==> src/mvcs_pkg.sv <==
// Package for the midpoint voltage charge sequencer.
// Holds the transaction payload types, phase and status codes, register map and reset values.
// No dependencies.
`timescale 1ns / 1ps

package mvcs_pkg;

  localparam int unsigned AddrW = 5;

  localparam logic [15:0] MonitorWaitMs = 16'd1000;
  localparam logic [13:0] Mask14 = 14'h3FFF;
  localparam logic [16:0] Max17 = 17'h1FFFF;

  localparam logic [7:0]  RstSaturationDuty = 8'd255;
  localparam logic [7:0]  RstSweepMinDuty = 8'd50;
  localparam logic [7:0]  RstSweepMaxDuty = 8'd255;
  localparam logic [7:0]  RstSweepStep = 8'd22;
  localparam logic [14:0] RstTempLimitMdeg = 15'd800;
  localparam logic [15:0] RstEvalIntervalMs = 16'd5000;
  localparam logic [13:0] RstSettleMs = 14'd200;
  localparam logic [15:0] RstUnloadedSettleMs = 16'd100;

  typedef enum logic [2:0] {
    PH_IDLE     = 3'd0,
    PH_UNLOADED = 3'd1,
    PH_HIGHREF  = 3'd2,
    PH_SWEEP    = 3'd3,
    PH_MONITOR  = 3'd4
  } phase_t;

  typedef enum logic [1:0] {
    ST_OK        = 2'd0,
    ST_RUNNING   = 2'd1,
    ST_IGNORED   = 2'd2,
    ST_OVERTEMP  = 2'd3
  } status_t;

  typedef enum logic [0:0] {
    ACT_START   = 1'b0,
    ACT_MEASURE = 1'b1
  } action_t;

  typedef enum logic [2:0] {
    REG_SATURATION_DUTY    = 3'd0,
    REG_SWEEP_MIN_DUTY     = 3'd1,
    REG_SWEEP_MAX_DUTY     = 3'd2,
    REG_SWEEP_STEP         = 3'd3,
    REG_TEMP_LIMIT_MDEG    = 3'd4,
    REG_EVAL_INTERVAL_MS   = 3'd5,
    REG_SETTLE_MS          = 3'd6,
    REG_UNLOADED_SETTLE_MS = 3'd7
  } reg_idx_t;

  typedef struct packed {
    logic               action;
    logic [13:0]        batt_mv;
    logic signed [15:0] temp_diff_mdeg;
    logic [15:0]        elapsed_ms;
  } in_item_t;

  typedef struct packed {
    logic [7:0]  duty;
    logic [15:0] wait_ms;
    logic [2:0]  phase;
    logic [1:0]  status;
    logic [13:0] target_mv;
  } out_item_t;

  typedef struct packed {
    logic [7:0]  saturation_duty;
    logic [7:0]  sweep_min_duty;
    logic [7:0]  sweep_max_duty;
    logic [7:0]  sweep_step;
    logic [14:0] temp_limit_mdeg;
    logic [15:0] eval_interval_ms;
    logic [13:0] settle_ms;
    logic [15:0] unloaded_settle_ms;
  } cfg_t;

  typedef struct packed {
    phase_t      phase;
    logic [13:0] unloaded_mv;
    logic [13:0] target_mv;
    logic [8:0]  sweep_duty;
    logic [7:0]  best_duty;
    logic [13:0] best_diff;
    logic [16:0] since_eval_ms;
    logic        have_best;
  } seq_state_t;

endpackage

==> src/mvcs_regs.sv <==
// Configuration register file behind the APB-style port.
// Depends on mvcs_pkg for the register map, reset values and cfg_t.
`timescale 1ns / 1ps

module mvcs_regs (
  input  logic                       clk,
  input  logic                       rst_n,
  input  logic                       psel,
  input  logic                       penable,
  input  logic                       pwrite,
  input  logic [mvcs_pkg::AddrW-1:0] paddr,
  input  logic [31:0]                pwdata,
  output logic [31:0]                prdata,
  output logic                       pready,
  output mvcs_pkg::cfg_t             cfg
);

  mvcs_pkg::cfg_t     cfg_r;
  mvcs_pkg::cfg_t     cfg_nxt;
  mvcs_pkg::reg_idx_t idx;
  logic               wr_en;

  assign idx    = mvcs_pkg::reg_idx_t'(paddr[mvcs_pkg::AddrW-1:2]);
  assign wr_en  = psel & penable & pwrite;
  assign pready = 1'b1;
  assign cfg    = cfg_r;

  always_comb begin
    cfg_nxt = cfg_r;
    if (wr_en) begin
      case (idx)
        mvcs_pkg::REG_SATURATION_DUTY:    cfg_nxt.saturation_duty = pwdata[7:0];
        mvcs_pkg::REG_SWEEP_MIN_DUTY:     cfg_nxt.sweep_min_duty = pwdata[7:0];
        mvcs_pkg::REG_SWEEP_MAX_DUTY:     cfg_nxt.sweep_max_duty = pwdata[7:0];
        mvcs_pkg::REG_SWEEP_STEP:         cfg_nxt.sweep_step = pwdata[7:0];
        mvcs_pkg::REG_TEMP_LIMIT_MDEG:    cfg_nxt.temp_limit_mdeg = pwdata[14:0];
        mvcs_pkg::REG_EVAL_INTERVAL_MS:   cfg_nxt.eval_interval_ms = pwdata[15:0];
        mvcs_pkg::REG_SETTLE_MS:          cfg_nxt.settle_ms = pwdata[13:0];
        mvcs_pkg::REG_UNLOADED_SETTLE_MS: cfg_nxt.unloaded_settle_ms = pwdata[15:0];
        default: cfg_nxt = cfg_r;
      endcase
    end
  end

  always_comb begin
    case (idx)
      mvcs_pkg::REG_SATURATION_DUTY:    prdata = {24'd0, cfg_r.saturation_duty};
      mvcs_pkg::REG_SWEEP_MIN_DUTY:     prdata = {24'd0, cfg_r.sweep_min_duty};
      mvcs_pkg::REG_SWEEP_MAX_DUTY:     prdata = {24'd0, cfg_r.sweep_max_duty};
      mvcs_pkg::REG_SWEEP_STEP:         prdata = {24'd0, cfg_r.sweep_step};
      mvcs_pkg::REG_TEMP_LIMIT_MDEG:    prdata = {17'd0, cfg_r.temp_limit_mdeg};
      mvcs_pkg::REG_EVAL_INTERVAL_MS:   prdata = {16'd0, cfg_r.eval_interval_ms};
      mvcs_pkg::REG_SETTLE_MS:          prdata = {18'd0, cfg_r.settle_ms};
      mvcs_pkg::REG_UNLOADED_SETTLE_MS: prdata = {16'd0, cfg_r.unloaded_settle_ms};
      default: prdata = 32'd0;
    endcase
  end

  always_ff @(posedge clk) begin
    if (!rst_n) begin
      cfg_r.saturation_duty    <= mvcs_pkg::RstSaturationDuty;
      cfg_r.sweep_min_duty     <= mvcs_pkg::RstSweepMinDuty;
      cfg_r.sweep_max_duty     <= mvcs_pkg::RstSweepMaxDuty;
      cfg_r.sweep_step         <= mvcs_pkg::RstSweepStep;
      cfg_r.temp_limit_mdeg    <= mvcs_pkg::RstTempLimitMdeg;
      cfg_r.eval_interval_ms   <= mvcs_pkg::RstEvalIntervalMs;
      cfg_r.settle_ms          <= mvcs_pkg::RstSettleMs;
      cfg_r.unloaded_settle_ms <= mvcs_pkg::RstUnloadedSettleMs;
    end else begin
      cfg_r <= cfg_nxt;
    end
  end

endmodule

==> src/mvcs_step.sv <==
// Per-transaction sequencer step: next phase, next state and the result item.
// Purely combinational; depends on mvcs_pkg for types and codes.
`timescale 1ns / 1ps

module mvcs_step (
  input  mvcs_pkg::seq_state_t st,
  input  mvcs_pkg::cfg_t       cfg,
  input  mvcs_pkg::in_item_t   item,
  output mvcs_pkg::seq_state_t st_nxt,
  output mvcs_pkg::out_item_t  res
);

  mvcs_pkg::phase_t phase_nxt;
  logic [8:0]  high_sum;
  logic [7:0]  high_duty;
  logic [16:0] ref_prod;
  logic [15:0] ref_wait;
  logic [14:0] mid_sum;
  logic [13:0] diff;
  logic [7:0]  step_eff;
  logic [8:0]  sweep_next;
  logic        sweep_more;
  logic        take_best;
  logic        empty_sweep;
  logic        over_temp;
  logic [17:0] since_sum;
  logic [16:0] since_sat;
  logic        reach;
  logic [7:0]  applied_duty;
  logic [7:0]  best_new;

  assign high_sum    = {1'b0, 8'd255} + {1'b0, cfg.saturation_duty};
  assign high_duty   = high_sum[8:1];
  assign ref_prod    = {cfg.settle_ms, 2'b00} + {3'd0, cfg.settle_ms};
  assign ref_wait    = ref_prod[16] ? 16'hFFFF : ref_prod[15:0];
  assign mid_sum     = {1'b0, st.unloaded_mv} + {1'b0, item.batt_mv};
  assign diff        = (item.batt_mv >= st.target_mv) ? item.batt_mv - st.target_mv
                                                      : st.target_mv - item.batt_mv;
  assign step_eff    = (cfg.sweep_step == 8'd0) ? 8'd1 : cfg.sweep_step;
  assign sweep_next  = {1'b0, st.sweep_duty[7:0]} + {1'b0, step_eff};
  assign sweep_more  = sweep_next <= {1'b0, cfg.sweep_max_duty};
  assign take_best   = !st.have_best || (diff < st.best_diff);
  assign best_new    = take_best ? st.sweep_duty[7:0] : st.best_duty;
  assign empty_sweep = cfg.sweep_min_duty > cfg.sweep_max_duty;
  assign over_temp   = item.temp_diff_mdeg > $signed({1'b0, cfg.temp_limit_mdeg});
  assign since_sum   = {1'b0, st.since_eval_ms} + {2'd0, item.elapsed_ms};
  assign since_sat   = since_sum[17] ? mvcs_pkg::Max17 : since_sum[16:0];
  assign reach       = since_sat >= {1'b0, cfg.eval_interval_ms};

  always_comb begin
    case (st.phase)
      mvcs_pkg::PH_HIGHREF: applied_duty = high_duty;
      mvcs_pkg::PH_SWEEP:   applied_duty = st.sweep_duty[7:0];
      mvcs_pkg::PH_MONITOR: applied_duty = st.best_duty;
      default:              applied_duty = 8'd0;
    endcase
  end

  always_comb begin
    phase_nxt = st.phase;
    if (item.action == mvcs_pkg::ACT_START) begin
      if (st.phase == mvcs_pkg::PH_IDLE) begin
        phase_nxt = mvcs_pkg::PH_UNLOADED;
      end
    end else begin
      case (st.phase)
        mvcs_pkg::PH_UNLOADED: phase_nxt = mvcs_pkg::PH_HIGHREF;
        mvcs_pkg::PH_HIGHREF:  phase_nxt = empty_sweep ? mvcs_pkg::PH_MONITOR
                                                       : mvcs_pkg::PH_SWEEP;
        mvcs_pkg::PH_SWEEP:    phase_nxt = sweep_more ? mvcs_pkg::PH_SWEEP
                                                      : mvcs_pkg::PH_MONITOR;
        mvcs_pkg::PH_MONITOR: begin
          if (over_temp) begin
            phase_nxt = mvcs_pkg::PH_IDLE;
          end else if (reach) begin
            phase_nxt = mvcs_pkg::PH_UNLOADED;
          end else begin
            phase_nxt = mvcs_pkg::PH_MONITOR;
          end
        end
        default: phase_nxt = mvcs_pkg::PH_IDLE;
      endcase
    end
  end

  always_comb begin
    st_nxt       = st;
    st_nxt.phase = phase_nxt;
    res          = '0;
    if (item.action == mvcs_pkg::ACT_START) begin
      if (st.phase != mvcs_pkg::PH_IDLE) begin
        res.duty   = applied_duty;
        res.status = mvcs_pkg::ST_RUNNING;
      end else begin
        st_nxt.best_duty     = 8'd0;
        st_nxt.since_eval_ms = 17'd0;
        res.wait_ms          = cfg.unloaded_settle_ms;
      end
    end else begin
      case (st.phase)
        mvcs_pkg::PH_UNLOADED: begin
          st_nxt.unloaded_mv = item.batt_mv;
          res.duty           = high_duty;
          res.wait_ms        = ref_wait;
        end
        mvcs_pkg::PH_HIGHREF: begin
          st_nxt.target_mv = mid_sum[14:1];
          st_nxt.best_diff = mvcs_pkg::Mask14;
          st_nxt.have_best = 1'b0;
          if (empty_sweep) begin
            st_nxt.since_eval_ms = 17'd0;
            res.duty             = st.best_duty;
          end else begin
            st_nxt.sweep_duty = {1'b0, cfg.sweep_min_duty};
            res.duty          = cfg.sweep_min_duty;
            res.wait_ms       = {2'd0, cfg.settle_ms};
          end
        end
        mvcs_pkg::PH_SWEEP: begin
          if (take_best) begin
            st_nxt.best_diff = diff;
            st_nxt.best_duty = st.sweep_duty[7:0];
            st_nxt.have_best = 1'b1;
          end
          if (sweep_more) begin
            st_nxt.sweep_duty = sweep_next;
            res.duty          = sweep_next[7:0];
            res.wait_ms       = {2'd0, cfg.settle_ms};
          end else begin
            st_nxt.since_eval_ms = 17'd0;
            res.duty             = best_new;
          end
        end
        mvcs_pkg::PH_MONITOR: begin
          if (over_temp) begin
            res.status = mvcs_pkg::ST_OVERTEMP;
          end else if (reach) begin
            st_nxt.since_eval_ms = 17'd0;
            res.wait_ms          = cfg.unloaded_settle_ms;
          end else begin
            st_nxt.since_eval_ms = since_sat;
            res.duty             = st.best_duty;
            res.wait_ms          = mvcs_pkg::MonitorWaitMs;
          end
        end
        default: res.status = mvcs_pkg::ST_IGNORED;
      endcase
    end
    res.phase     = phase_nxt;
    res.target_mv = st_nxt.target_mv;
  end

endmodule

==> src/midpoint_voltage_charge_sequencer_unit.sv <==
// Top level of the midpoint voltage charge sequencer.
// Depends on mvcs_pkg, mvcs_regs and mvcs_step.
`timescale 1ns / 1ps

// One measurement or start transaction in, one result transaction out. Each
// transaction is held in the input register, where the sequencer step is
// evaluated against the current state, and then in the output register until
// taken; a new transaction is taken every cycle as long as the result side
// keeps up. Throughput is set by the single state update per cycle. The user
// must write registers over the APB-style port only while no transaction is
// in flight (not enforced by the block); there is no clearing pass after reset.
module midpoint_voltage_charge_sequencer_unit (
  input  logic                       clk,
  input  logic                       rst_n,
  input  logic                       in_valid,
  output logic                       in_ready,
  input  mvcs_pkg::in_item_t         in_data,
  output logic                       out_valid,
  input  logic                       out_ready,
  output mvcs_pkg::out_item_t        out_data,
  input  logic                       psel,
  input  logic                       penable,
  input  logic                       pwrite,
  input  logic [mvcs_pkg::AddrW-1:0] paddr,
  input  logic [31:0]                pwdata,
  output logic [31:0]                prdata,
  output logic                       pready
);

  mvcs_pkg::cfg_t       cfg;
  mvcs_pkg::in_item_t   in_q_r;
  logic                 in_valid_r;
  mvcs_pkg::out_item_t  out_q_r;
  logic                 out_valid_r;
  mvcs_pkg::seq_state_t state_r;
  mvcs_pkg::seq_state_t state_nxt;
  mvcs_pkg::out_item_t  res;
  logic                 advance;

  mvcs_regs u_regs (
    .clk     (clk),
    .rst_n   (rst_n),
    .psel    (psel),
    .penable (penable),
    .pwrite  (pwrite),
    .paddr   (paddr),
    .pwdata  (pwdata),
    .prdata  (prdata),
    .pready  (pready),
    .cfg     (cfg)
  );

  mvcs_step u_step (
    .st     (state_r),
    .cfg    (cfg),
    .item   (in_q_r),
    .st_nxt (state_nxt),
    .res    (res)
  );

  assign advance   = in_valid_r & (~out_valid_r | out_ready);
  assign in_ready  = ~in_valid_r | advance;
  assign out_valid = out_valid_r;
  assign out_data  = out_q_r;

  always_ff @(posedge clk) begin
    if (!rst_n) begin
      in_valid_r  <= 1'b0;
      out_valid_r <= 1'b0;
    end else begin
      if (in_ready) begin
        in_valid_r <= in_valid;
      end
      if (advance) begin
        out_valid_r <= 1'b1;
      end else if (out_ready) begin
        out_valid_r <= 1'b0;
      end
    end
  end

  always_ff @(posedge clk) begin
    if (in_ready && in_valid) begin
      in_q_r <= in_data;
    end
    if (advance) begin
      out_q_r <= res;
    end
  end

  always_ff @(posedge clk) begin
    if (!rst_n) begin
      state_r.phase         <= mvcs_pkg::PH_IDLE;
      state_r.unloaded_mv   <= 14'd0;
      state_r.target_mv     <= 14'd0;
      state_r.sweep_duty    <= 9'd0;
      state_r.best_duty     <= 8'd0;
      state_r.best_diff     <= mvcs_pkg::Mask14;
      state_r.since_eval_ms <= 17'd0;
      state_r.have_best     <= 1'b0;
    end else if (advance) begin
      state_r <= state_nxt;
    end
  end

`ifndef SYNTHESIS
  a_adv_fills_out: assert property (@(posedge clk) disable iff (!rst_n)
    advance |=> out_valid_r)
    else $error("result register not loaded after a step");

  a_overtemp_idle: assert property (@(posedge clk) disable iff (!rst_n)
    (out_valid_r && out_q_r.status == mvcs_pkg::ST_OVERTEMP) |->
      (out_q_r.phase == mvcs_pkg::PH_IDLE && out_q_r.duty == 8'd0))
    else $error("over-temperature result without idle phase and zero duty");

  a_idle_measure_stays: assert property (@(posedge clk) disable iff (!rst_n)
    (advance && state_r.phase == mvcs_pkg::PH_IDLE &&
     in_q_r.action == mvcs_pkg::ACT_MEASURE) |=> state_r.phase == mvcs_pkg::PH_IDLE)
    else $error("measurement while idle left idle");
`endif

endmodule
==> config.mk <==
export PLATFORM = sky130hd
export DESIGN_NAME = midpoint_voltage_charge_sequencer_unit
export DESIGN_NICKNAME = d
export VERILOG_FILES = /design/src/mvcs_pkg.sv /design/src/mvcs_regs.sv /design/src/mvcs_step.sv /design/src/midpoint_voltage_charge_sequencer_unit.sv
export SDC_FILE = /design/constraint.sdc
export NUM_CORES = 1
export LEC_CHECK = 0
export BUFFER_PORTS_ARGS = -buffer_cell sky130_fd_sc_hd__clkbuf_2
export CAP_MARGIN = 20
export CORE_MARGIN = 2
export CORE_UTILIZATION = 55
export CTS_CLUSTER_DIAMETER = 50
export DETAILED_ROUTE_END_ITERATION = 8
export GPL_TIMING_DRIVEN = 0
export PLACE_DENSITY_LB_ADDON = 0.12
export SLEW_MARGIN = 5
export SYNTH_ARGS = -nofsm -noshare
export SYNTH_HDL_FRONTEND = slang
export SYNTH_SLANG_ARGS = --single-unit
==> constraint.sdc <==
create_clock -name clk -period 8 [get_ports clk]
set_input_delay 0.4 -clock clk [delete_from_list [all_inputs] [get_ports clk]]
set_output_delay 0.4 -clock clk [all_outputs]
set_load 0.01 [all_outputs]
## After elaboration in Yosys (flattened, before gate mapping)

Index checks and enable logic that the tools add are counted.

- Flip-flop bits (word level): 265
- Latch bits: 0
- Memory bits (writable): 0
- ROM bits: 0
- Output and inout bits: 78
- Memories kept: 0

- Add/subtract/negate cells: 7
- Multipliers: 0
- Divide/modulo/power cells: 0
- Magnitude comparators: 6
- Eq/ne operators: 21
- Shift operators: 0
- Mux-type cells: 50
- Bitwise operators: 7
- Reductions and logical operators: 23

Operators with widths:

| operator | number |
|---|---|
| 32-bit case mux with 8 select lines | 1 |
| 17-bit two-way mux | 7 |
| 24-bit case mux with 4 select lines | 1 |
| 8-bit two-way mux | 9 |
| 14-bit two-way mux | 4 |
| 17-bit case mux with 3 select lines | 1 |
| 16-bit two-way mux | 3 |
| 24-bit two-way mux | 2 |
| 14-bit case mux with 2 select lines | 1 |
| 14-bit subtractor | 2 |
| 8-bit case mux with 3 select lines | 1 |
| 23-bit two-way mux | 1 |
| 22-bit two-way mux | 1 |
| 17-bit by 16-bit adder with 18-bit output | 1 |
| 3-bit two-way mux | 6 |
| 9-bit two-way mux | 2 |
| 9-bit case mux with 2 select lines | 1 |
| 16-bit by 14-bit adder with 17-bit output | 1 |
| 17-bit by 16-bit greater-or-equal comparator with 1-bit output | 1 |
| 16-bit > comparator | 1 |
| 2-bit AND reduction | 8 |
| 14-bit by 14-bit adder with 15-bit output | 1 |
| 3-bit == test, second input constant | 5 |
| 14-bit greater-or-equal comparator | 1 |
| 32 further kinds | 52 |

## Depth between registers and ports, before layout

Gate-level depths: netlist of the first run.

- Depth in word-level cells: 8
- Gate-level depth with buffers: 24
- Mapped depth without buffers: 22

## Modules after synthesis

A second synthesis of the first run with hierarchy kept.

- Cells, all modules: 2,111
- Area total of the unflattened synthesis: 18,114.9 um2

By module, submodules not included:

| module | times used | cells each | area each (um2) |
|---|---|---|---|
| mvcs_step | 1 | 1,139 | 7,743.7 |
| midpoint_voltage_charge_sequencer_unit | 1 | 449 | 5,968.2 |
| mvcs_regs | 1 | 523 | 4,403.0 |

## Least setup slack after synthesis of the first run

Ideal clock, no wire load.

- Path kind: reg-to-reg
- Start point: register in_q_r[32] in the netlist's numbering
- End point: register out_q_r, in the netlist out_data[38] (data pin)
- Setup time: 0.145 ns
- Data arrival time: 4.650 ns
- Data required time: 7.855 ns
- Slack: 3.205 ns
- Cell stages (with the launch flop): 23
- Path buffers: 0
- Period minus slack after synthesis: 4.795 ns
- Cell sequence: edfxtp_1 > inv_1 > ha_1 > inv_1 > fa_1 > a21o_1 > a221oi_2 > o221a_2 > o21ai_1 > a21oi_1 > nor3_1 > or3_1 > and2_1 > ha_1 > a21o_1 > a21oi_1 > nor2b_1 > o21ai_0 > o211ai_1 > a211oi_1 > a221oi_1 > o22a_1 > o21ai_1

RTL lines:

| element | RTL line | source |
|---|---|---|
| from (decl) | midpoint_voltage_charge_sequencer_unit.sv:31 | `mvcs_pkg::in_item_t in_q_r;` |
| from (signal assigned) | midpoint_voltage_charge_sequencer_unit.sv:84 | `in_q_r <= in_data;` |
| to (signal assigned) | midpoint_voltage_charge_sequencer_unit.sv:87 | `out_q_r <= res;` |
| to (decl) | midpoint_voltage_charge_sequencer_unit.sv:33 | `mvcs_pkg::out_item_t out_q_r;` |

## Worst setup path after layout of the first run

- Start point: register in_q_r[32] in the netlist's numbering
- End point: register state_r[26] in the netlist's numbering

- Longest elaborated chain between the ends: 6

RTL lines:

| element | RTL line | source |
|---|---|---|
| 14-bit subtractor, or another cell as far along | mvcs_step.sv:38 | `: st.target_mv - item.batt_mv;` |
| 14-bit two-way mux * | mvcs_step.sv:37 | `assign diff = (item.batt_mv >= st.target_mv) ? item.batt_mv - st.target_mv` |
| 14-bit less-than comparator | mvcs_step.sv:42 | `assign take_best = !st.have_best \|\| (diff < st.best_diff);` |
| 1-bit logical OR | mvcs_step.sv:42 |  |
| 2-bit by 1-bit != test with 1-bit output (no source line) | n/a |  |
| 4-bit AND reduction (no source line) | n/a |  |
| to (signal assigned) | midpoint_voltage_charge_sequencer_unit.sv:102 | `state_r <= state_nxt;` |
| to (decl) | midpoint_voltage_charge_sequencer_unit.sv:35 | `mvcs_pkg::seq_state_t state_r;` |

Every way passes the cells marked *; elsewhere a longest branch is shown, timed or not. The select of a mux whose other input is x is not followed.
A chain may end at the register's enable or synchronous reset.

==> results.txt, run 1 <==
----------------------------------------------------
[Status]
  Run status ... finished clean

[STA]
  Slack of the critical path ... 2.03 ns
  Unrepaired setup endpoints after global routing ... false
  Endpoints failing hold ... 0
  Fin Setup TNS ... 0 ns
  Final critical-path share of the clock period ... 74.6%
  Max-slew headroom ... 27.7%
  Final setup fails ... 0
  Final Max Slew Viols ... 0
  Min cycle time layout ... 5.97 ns
  Worst slew pin tran ... 1.08 ns
  Clock tree skew after final layout ... 0.0284 ns
  Maximum clock frequency ... 0.167 GHz

[Cells and area]
  Share of final-layout standard cells stronger than drive strength 1 ... 12.9%
  Highest-count cells in the layout ignoring fill and taps ... 271 x sky130_fd_sc_hd__nand2_1, 174 x sky130_fd_sc_hd__dfxtp_1, 165 x sky130_fd_sc_hd__a21oi_1
  Fin cells ... 2,491
  Total non-filler cell area in the finished layout ... 18,900 um^2
  Final-stage net count ... 2,303
  Final core occ ... 64.1%
  Synthesis-to-layout area growth ... 15.4%
  Most common cell after layout, fill and taps aside ... sky130_fd_sc_hd__nand2_1

[Drt]
  Routed Wire Length ... 50.9 mm
  Detailed-routing iteration count for the pre-antenna-repair pass ... 5
  Number of vias after detailed routing ... 14,900
  Post-DR wirelength/cell ... 20.4 um
  Uppermost layer routed ... met4
  Residual DRC ... 0
  Met2 WL ... 23.3 mm
  Number of DRC violations after detailed-routing iteration 0 ... 1,273
  Routed wire length on met3 ... 3.84 mm
  Via-to-Cell Ratio ... 5.99
  Post-DRT Antenna Nets ... 0
  Length of routed wiring on met1 ... 21.8 mm

[CTS]
  Max clock buf depth ... 3
  Post-CTS resize count ... 0
  CTS H-Tree Depth ... 2
  TritonCTS Sinks ... 264
  Worst skew pair latency ... 0.54 ns
  Register clock-pin slew on the reported worst setup and hold paths ... 0.06 ns
  Number of CTS-inserted buffers ... 37
  Clock root cell ... sky130_fd_sc_hd__clkbuf_16
  Post-CTS Hold Buffers ... 0
  Post-CTS Repair Setup Buffers ... 0
  Clock tree from TritonCTS ... done

[Die]
  Height of the chip ... 177 um
  Number of cell rows ... 63
  Initial core utilization ... 55.6%
  Placeable core region ... 29,500 um^2
  Total Die Area ... 31,200 um^2
  Top-Level Pins ... 169
  X dimension of the die ... 177 um

[Critical path]
  Critical Path Max Stage Delay ... 0.80 ns
  Highest-delay cell along the critical path ... sky130_fd_sc_hd__a21oi_1
  Crit start category ... flip-flop
  Critical path buffer and inverter count ... 3
  Crit path DAT ... 6.41 ns
  Required time at the endpoint of the critical path ... 8.44 ns
  Endpoint type of the worst setup path ... flip-flop
  Sequence of cells on the critical path ... inv_1 -> ha_1 -> inv_1 -> fa_1 -> a21o_1 -> a221oi_2 -> o221a_2 -> o21ai_1 -> a21oi_1 -> nor3_1 -> or3_1 -> and2_1 -> ha_1 -> a21o_1 -> a21oi_1 -> nor2b_1 -> o21ai_0 -> o211ai_1 -> a21oi_1 -> clkbuf_1 -> nor2_1 -> o21ai_1
  Most common cell type on the critical path ... sky130_fd_sc_hd__a21oi_1
  Max Fanout on Critical Path ... 10
  Crit path max-delay family ... compound AO/OA/AOI/OAI gates
  Critical path start-end classification ... reg2reg

[Synth]
  Number of synthesized flops with an enable pin ... 90
  Gate count of the mapped netlist ... 1,888
  Average instance area after synthesis ... 8.68 um^2
  Largest family of logic cells by synthesized area ... compound AO/OA/AOI/OAI gates
  Share of synthesized flip-flops with an asynchronous set or reset ... 0%
  Count of synthesis-stage warnings from yosys ... 0
  Most frequently used flop master after synthesis ... sky130_fd_sc_hd__dfxtp_1
  Basic-gate share of the synthesized area counting and, or, nand and nor cells ... 16.4%
  Post-synthesis cell area ... 16,400 um^2
  Adder and majority cell fraction of the synthesized area ... 11.2%
  Fraction of the mapped netlist area in compound gates ... 21.7%
  Fraction of synthesized cell area in xor and xnor cells ... 2.83%
  Mux cell area share after synthesis ... 4.24%
  Number of distinct library cells after synthesis ... 78
  Share of synthesized area occupied by flip-flops and latches ... 37.7%
  Flip-flop and latch count after synthesis ... 264

[Power]
  Maximum VDD drop ... 0.205 mV
  Internal power contribution ... 2.59 mW
  Leakage dissipation ... 7.95 nW
  Switch share ... 26.4%
  Portion of total power attributed to the clock network ... 48.8%
  Switching power ... 930 uW
  Part of the power in combinational logic ... 10.3%
  Sequential fraction of design power ... 40.9%
  Power density relative to cell area ... 186 nW/um^2

[Global routing]
  Global routing usage summed across all routing layers ... 32.7%
  Maximum number of pins on one net before global-route repair ... 53
  GR Overflow Total ... 0
  Number of antenna violations at the first check in global routing ... 4
  Global-route wire length before repair ... 79.4 mm
  Vias in the first global route ... 14,400

[Hold path]
  Hold/Removal Path Class ... in2reg

[Placement]
  DP Area ... 17,600 um^2
  Placement-stage worst setup slack ... 2.09 ns
  Input/output buffers ... 124
  Weighted congestion at the end of routability-driven global placement ... 0.953
  Cell Count Post-Placement ... 2,420
  Half-perimeter wire length after detailed placement ... 39.1 mm

[Run]
  Maximum Capacitance Violations ... 0

----------------------------------------------------
## synth_stat cells (14+ instances only)
master,instances,area [um^2]
sky130_fd_sc_hd__dfxtp_1,174,3480
sky130_fd_sc_hd__edfxtp_1,90,2700
sky130_fd_sc_hd__xor2_1,17,149
sky130_fd_sc_hd__a21o_1,44,330
sky130_fd_sc_hd__o31ai_1,16,120
sky130_fd_sc_hd__buf_4,18,135
sky130_fd_sc_hd__a221oi_1,22,193
sky130_fd_sc_hd__nor2b_1,14,87.6
sky130_fd_sc_hd__inv_1,115,432
sky130_fd_sc_hd__a21oi_1,165,826
sky130_fd_sc_hd__nor2_1,108,405
sky130_fd_sc_hd__o21a_1,16,120
sky130_fd_sc_hd__and2_1,23,144
sky130_fd_sc_hd__a211oi_1,18,135
sky130_fd_sc_hd__or2_2,17,106
sky130_fd_sc_hd__a22o_1,18,158
sky130_fd_sc_hd__xnor2_1,36,315
sky130_fd_sc_hd__clkbuf_1,83,312
sky130_fd_sc_hd__o21ai_1,23,115
sky130_fd_sc_hd__ha_1,137,1710
sky130_fd_sc_hd__o211ai_1,32,240
sky130_fd_sc_hd__o21ai_0,79,395
sky130_fd_sc_hd__mux2i_1,50,500
sky130_fd_sc_hd__nor3_1,36,180
sky130_fd_sc_hd__nand2b_1,26,163
sky130_fd_sc_hd__nand2_1,271,1020
sky130_fd_sc_hd__nand3_1,49,245
## power groups by stage
stage	combinational (mW)	sequential [mW]	clock, mW
4_1_cts	0.359	1.44	1.73
6_report	0.364	1.44	1.72
5_1_grt	0.398	1.44	1.80
3_5_place_dp	0.357	1.47	0
3_3_place_gp	0.351	1.47	0
2_1_floorplan	0.232	1.47	0
## area by class of cell
class / count / area, um^2
antenna: 3 / 7.51
sequential: 264 / 6190
multi-input combinational: 1405 / 9300
clock buffer: 44 / 1060
buffer: 117 / 529
fill: 2615 / 10600
inverter: 117 / 439
tap: 390 / 488
clock inverter: 24 / 251
timing repair buffer: 127 / 653
## cells by family (layout without fill, tap and decap cells)
family,Yosys count,after routing
xor gates and xnor gates,53,53
muxes,61,61
buffers and inverters,234,429
DFF,264,264
adders and majority gates,143,143
other,2,20
AOI/OAI and AO/OA,540,540
and+or+nand+nor,591,591
## metrics by stage
| step | power (mW) | hold slack [ns] |
|---|---|---|
| 2_1_floorplan | 1.70 | 0.436 |
| 3_3_place_gp | 1.82 | 0.441 |
| 3_5_place_dp | 1.82 | 0.447 |
| 4_1_cts | 3.53 | 0.0377 |
| 5_1_grt | 3.63 | 0.0379 |
| 6_report | 3.52 | 0.0504 |
## final timing paths
kind	slack [ns]	startpoint	cells past startpoint	end
min reg2reg	0.46	state_r[72]	2	state_r[72]
max	2.03	in_q_r[32]	22	state_r[26]
max reg2reg	2.03	in_q_r[32]	22	state_r[26]
min	0.05	in_data[10]	1	in_q_r[10]
## flip-flops by register name, summed over array words and instances, names as in the netlist
register / cells
in_q_r: 47
in_valid_r: 1
out_data: 43
out_valid: 1
state_r: 79
u_regs.cfg: 93
## layer usage
layer  up-vias  global-route usage [%]
met5         -                       0
met4         0                    13.5
met3       140                    4.53
met2       624                    53.4
met1      7027                    43.7
li1       7137                       -
No activity file was read; power rests on OpenSTA's default activity.
==> run 2, diff against run 1 <==
--- a/config.mk
+++ b/config.mk
@@ -5,6 +5,7 @@
 export SDC_FILE = /design/constraint.sdc
 export NUM_CORES = 1
 export LEC_CHECK = 0
+export ABC_AREA = 1
 export BUFFER_PORTS_ARGS = -buffer_cell sky130_fd_sc_hd__clkbuf_2
 export CAP_MARGIN = 20
 export CORE_MARGIN = 2
==> constraint.sdc (replaced) <==
create_clock -name clk -period 5.17 [get_ports clk]
set_input_delay 0.2585 -clock clk [delete_from_list [all_inputs] [get_ports clk]]
set_output_delay 0.2585 -clock clk [all_outputs]
set_load 0.01 [all_outputs]
==> run 2 against run 1 <==
Compared with the run above:
- cell area is 3.8% higher
- wire length increased by 4.9%
- critical path depth rose by 7
- cell count grew 16%
- first-iteration DRC count rose by 18%
- clock power rose by 45%
- setup slack got worse by 1.8 ns
- register-to-register slack got worse by 1.8 ns
- clock-buffer cell count shrank 1
==> results.txt, run 2 <==
----------------------------------------------------
[Critical path]
  Endpoint of the lowest-slack register-to-register path ... state_r[28]
  Crit path DAT ... 5.28 ns
  Highest-delay cell along the critical path ... sky130_fd_sc_hd__edfxtp_1
  Crit start category ... flip-flop
  FF-to-FF Start ... in_q_r[34]
  Max Fanout on Critical Path ... 10
  Required time at the endpoint of the critical path ... 5.54 ns
  Most common cell type on the critical path ... sky130_fd_sc_hd__nand2_1
  Critical Path Max Stage Delay ... 0.47 ns
  Critical path start-end classification ... reg2reg
  Worst reg-to-reg path cell count ... 29
  Endpoint type of the worst setup path ... flip-flop
  Setup slack of the worst register-to-register path ... 0.27 ns

[Global routing]
  GR Overflow Total ... 0
  Vias in the first global route ... 15,900
  Maximum number of pins on one net before global-route repair ... 53
  Global-route wire length before repair ... 82.7 mm
  Number of antenna violations at the first check in global routing ... 2
  Global routing usage summed across all routing layers ... 33.2%

[Synth]
  Synth area leaders ... sky130_fd_sc_hd__dfxtp_1 21%, sky130_fd_sc_hd__edfxtp_1 16%, sky130_fd_sc_hd__nand2_1 11%, sky130_fd_sc_hd__ha_1 10%, sky130_fd_sc_hd__a21oi_1 6.6%
  Average instance area after synthesis ... 7.47 um^2
  Most used standard cell by instance count after synthesis ... sky130_fd_sc_hd__nand2_1
  Number of synthesized flops with an enable pin ... 90
  Fraction of the mapped netlist area in compound gates ... 19.0%
  Proportion of netlist area held by the largest area contributor ... 20.8%
  Most frequently used flop master after synthesis ... sky130_fd_sc_hd__dfxtp_1
  Count of synthesis-stage warnings from yosys ... 0
  Fraction of synthesized cell area in xor and xnor cells ... 2.57%
  Largest family of logic cells by synthesized area ... simple AND/OR/NAND/NOR gates
  Dominant cell type by area after synthesis ... sky130_fd_sc_hd__dfxtp_1
  Adder and majority cell fraction of the synthesized area ... 11.0%
  Top cells by count, synth ... 491 x sky130_fd_sc_hd__nand2_1, 285 x sky130_fd_sc_hd__inv_1, 222 x sky130_fd_sc_hd__a21oi_1, 188 x sky130_fd_sc_hd__o21ai_0, 174 x sky130_fd_sc_hd__dfxtp_1
  Mux cell area share after synthesis ... 0%
  Gate count of the mapped netlist ... 2,238
  Flip-flop and latch count after synthesis ... 264
  Number of distinct library cells after synthesis ... 50
  Share of synthesized flip-flops with an asynchronous set or reset ... 0%
  Post-synthesis cell area ... 16,700 um^2
  Basic-gate share of the synthesized area counting and, or, nand and nor cells ... 21.3%
  Share of synthesized area occupied by flip-flops and latches ... 37.0%

[Power]
  Power density relative to cell area ... 282 nW/um^2
  Total chip power ... 5.53 mW
  Maximum VDD drop ... 0.299 mV
  Leakage dissipation ... 9.39 nW

[Cells and area]
  Most common cell after layout, fill and taps aside ... sky130_fd_sc_hd__nand2_1
  Final core occ ... 65.9%
  Highest-count cells in the layout ignoring fill and taps ... 489 x sky130_fd_sc_hd__nand2_1, 284 x sky130_fd_sc_hd__inv_1, 222 x sky130_fd_sc_hd__a21oi_1
  Filler cells ... 2,679
  Share of final-layout standard cells stronger than drive strength 1 ... 11.2%
  Synthesis-to-layout area growth ... 17.5%
  Total non-filler cell area in the finished layout ... 19,600 um^2
  Number of flip-flops in the largest register ... 93
  Final-stage net count ... 2,706
  Fin cells ... 2,889

[STA]
  Clock tree skew after final layout ... 0.0140 ns
  Max-slew headroom ... 35.0%
  Fin Setup TNS ... 0 ns
  Final Max Slew Viols ... 0
  Slack of the critical path ... 0.265 ns
  Endpoints failing hold ... 0
  Final critical-path share of the clock period ... 94.9%
  Post-route worst hold slack ... 0.0324 ns
  Min cycle time layout ... 4.90 ns
  Final setup fails ... 0
  Worst slew pin tran ... 0.975 ns
  Maximum clock frequency ... 0.204 GHz

[Die]
  Total Die Area ... 31,800 um^2
  Placeable core region ... 29,800 um^2
  X dimension of the die ... 178 um
  Number of cell rows ... 63
  Top-Level Pins ... 169
  Height of the chip ... 178 um
  Initial core utilization ... 56.1%

[Hold path]
  Worst hold start ... pwdata[12]
  Number of cells on the worst hold path ... 3
  Hold Path Sink ... u_regs.cfg[42]
  Hold/Removal Path Class ... in2reg

[Drt]
  Detailed-routing iteration count for the pre-antenna-repair pass ... 5
  Residual DRC ... 0
  Post-DRT Antenna Nets ... 0
  Post-DR wirelength/cell ... 18.5 um
  Via-to-Cell Ratio ... 5.72
  Routed Wire Length ... 53.5 mm
  Number of DRC violations after detailed-routing iteration 0 ... 1,500
  Number of vias after detailed routing ... 16,500

[CTS]
  Clock root cell ... sky130_fd_sc_hd__clkbuf_16
  Worst skew pair latency ... 0.52 ns
  Clock tree from TritonCTS ... done
  Max clock buf depth ... 3
  CTS H-Tree Depth ... 2
  TritonCTS Sinks ... 264
  Number of CTS-inserted buffers ... 36
  Register clock-pin slew on the reported worst setup and hold paths ... 0.06 ns

[Placement]
  DP Area ... 17,900 um^2
  Placement-stage worst setup slack ... -0.393 ns
  Weighted congestion at the end of routability-driven global placement ... 0.944
  Input/output buffers ... 132
  Half-perimeter wire length after detailed placement ... 40.1 mm
  Cell Count Post-Placement ... 2,776

[Status]
  Run status ... finished clean

[Run]
  Maximum Capacitance Violations ... 0

----------------------------------------------------
-- run 2: changes by cell type in the layout (fill, tap and decap cells not counted), sizes merged, moves of 24 or more --
cell | before | now
xor2 | 17 | 41
mux2i | 50 | 0
nor2 | 110 | 155
dlygate4sd3 | 0 | 47
a21o | 44 | 7
o21ai | 102 | 191
nand3 | 49 | 128
inv | 131 | 301
nand2b | 26 | 0
nand2 | 271 | 496
xnor2 | 36 | 8
a21oi | 167 | 234
-- run 2: critical path: cells and delay by family, from the launching register on --
family,cells,cell delay (ns)
compound gates,6,1.08
fa+ha+maj,2,0.55
buf+inv,8,1.03
flops,1,0.47
simple gates,13,1.59
-- run 2: layout make-up --
cell class / count / area [um^2] / area share (%)
Antenna cell: 1 / 2.50 / 0.0127
Buffer: 89 / 434 / 2.21
Clock buffer: 43 / 970 / 4.94
Clock inverter: 21 / 213 / 1.08
Inverter: 294 / 1100 / 5.62
Multi-Input combinational cell: 1605 / 9070 / 46.2
Sequential cell: 264 / 6190 / 31.5
Tap cell: 390 / 488 / 2.49
Timing Repair Buffer: 182 / 1170 / 5.94
-- run 2: how the worst max path moves through the flow --
stage	startpoint	to	slack [ns]
2_1_floorplan	in_q_r[32]	state_r[25]	1.24
3_3_place_gp	in_q_r[32]	state_r[25]	-0.29
3_5_place_dp	in_q_r[32]	state_r[28]	-0.39
4_1_cts	in_q_r[34]	state_r[28]	0.06
5_1_grt	in_q_r[34]	state_r[29]	-0.0005
6_report	in_q_r[34]	state_r[28]	0.27
-- run 2: power by group --
group          switching, mW  internal, mW
sequential            0.0412          2.22
clock                  0.982          1.51
combinational          0.510         0.271
-- run 2: metal layers --
layer / global-route usage [%] / vias to the layer above / wire length (um)
met3: 4.48 / 142 / 3960
li1: - / 7984 / -
met5: 0 / - / 29
met4: 13.8 / 2 / 1940
met1: 43.0 / 7670 / 22500
met2: 55.8 / 729 / 25000
-- run 2: repair_timing --
item                                    CTS  global route
endpoints found under the setup margin   29            37
hold endpoints to repair                 47             0
resized for setup                         2             9
buffers inserted                          0             2
hold buffers                             47             0
pin swaps                                 0             1
-- run 2: cell families after synthesis --
logic type	Yosys count
adders and majority gates	143
buffers and inverters	384
other	2
and+or+nand+nor	837
xor gates and xnor gates	49
DFF	264
AOI/OAI and AO/OA	559
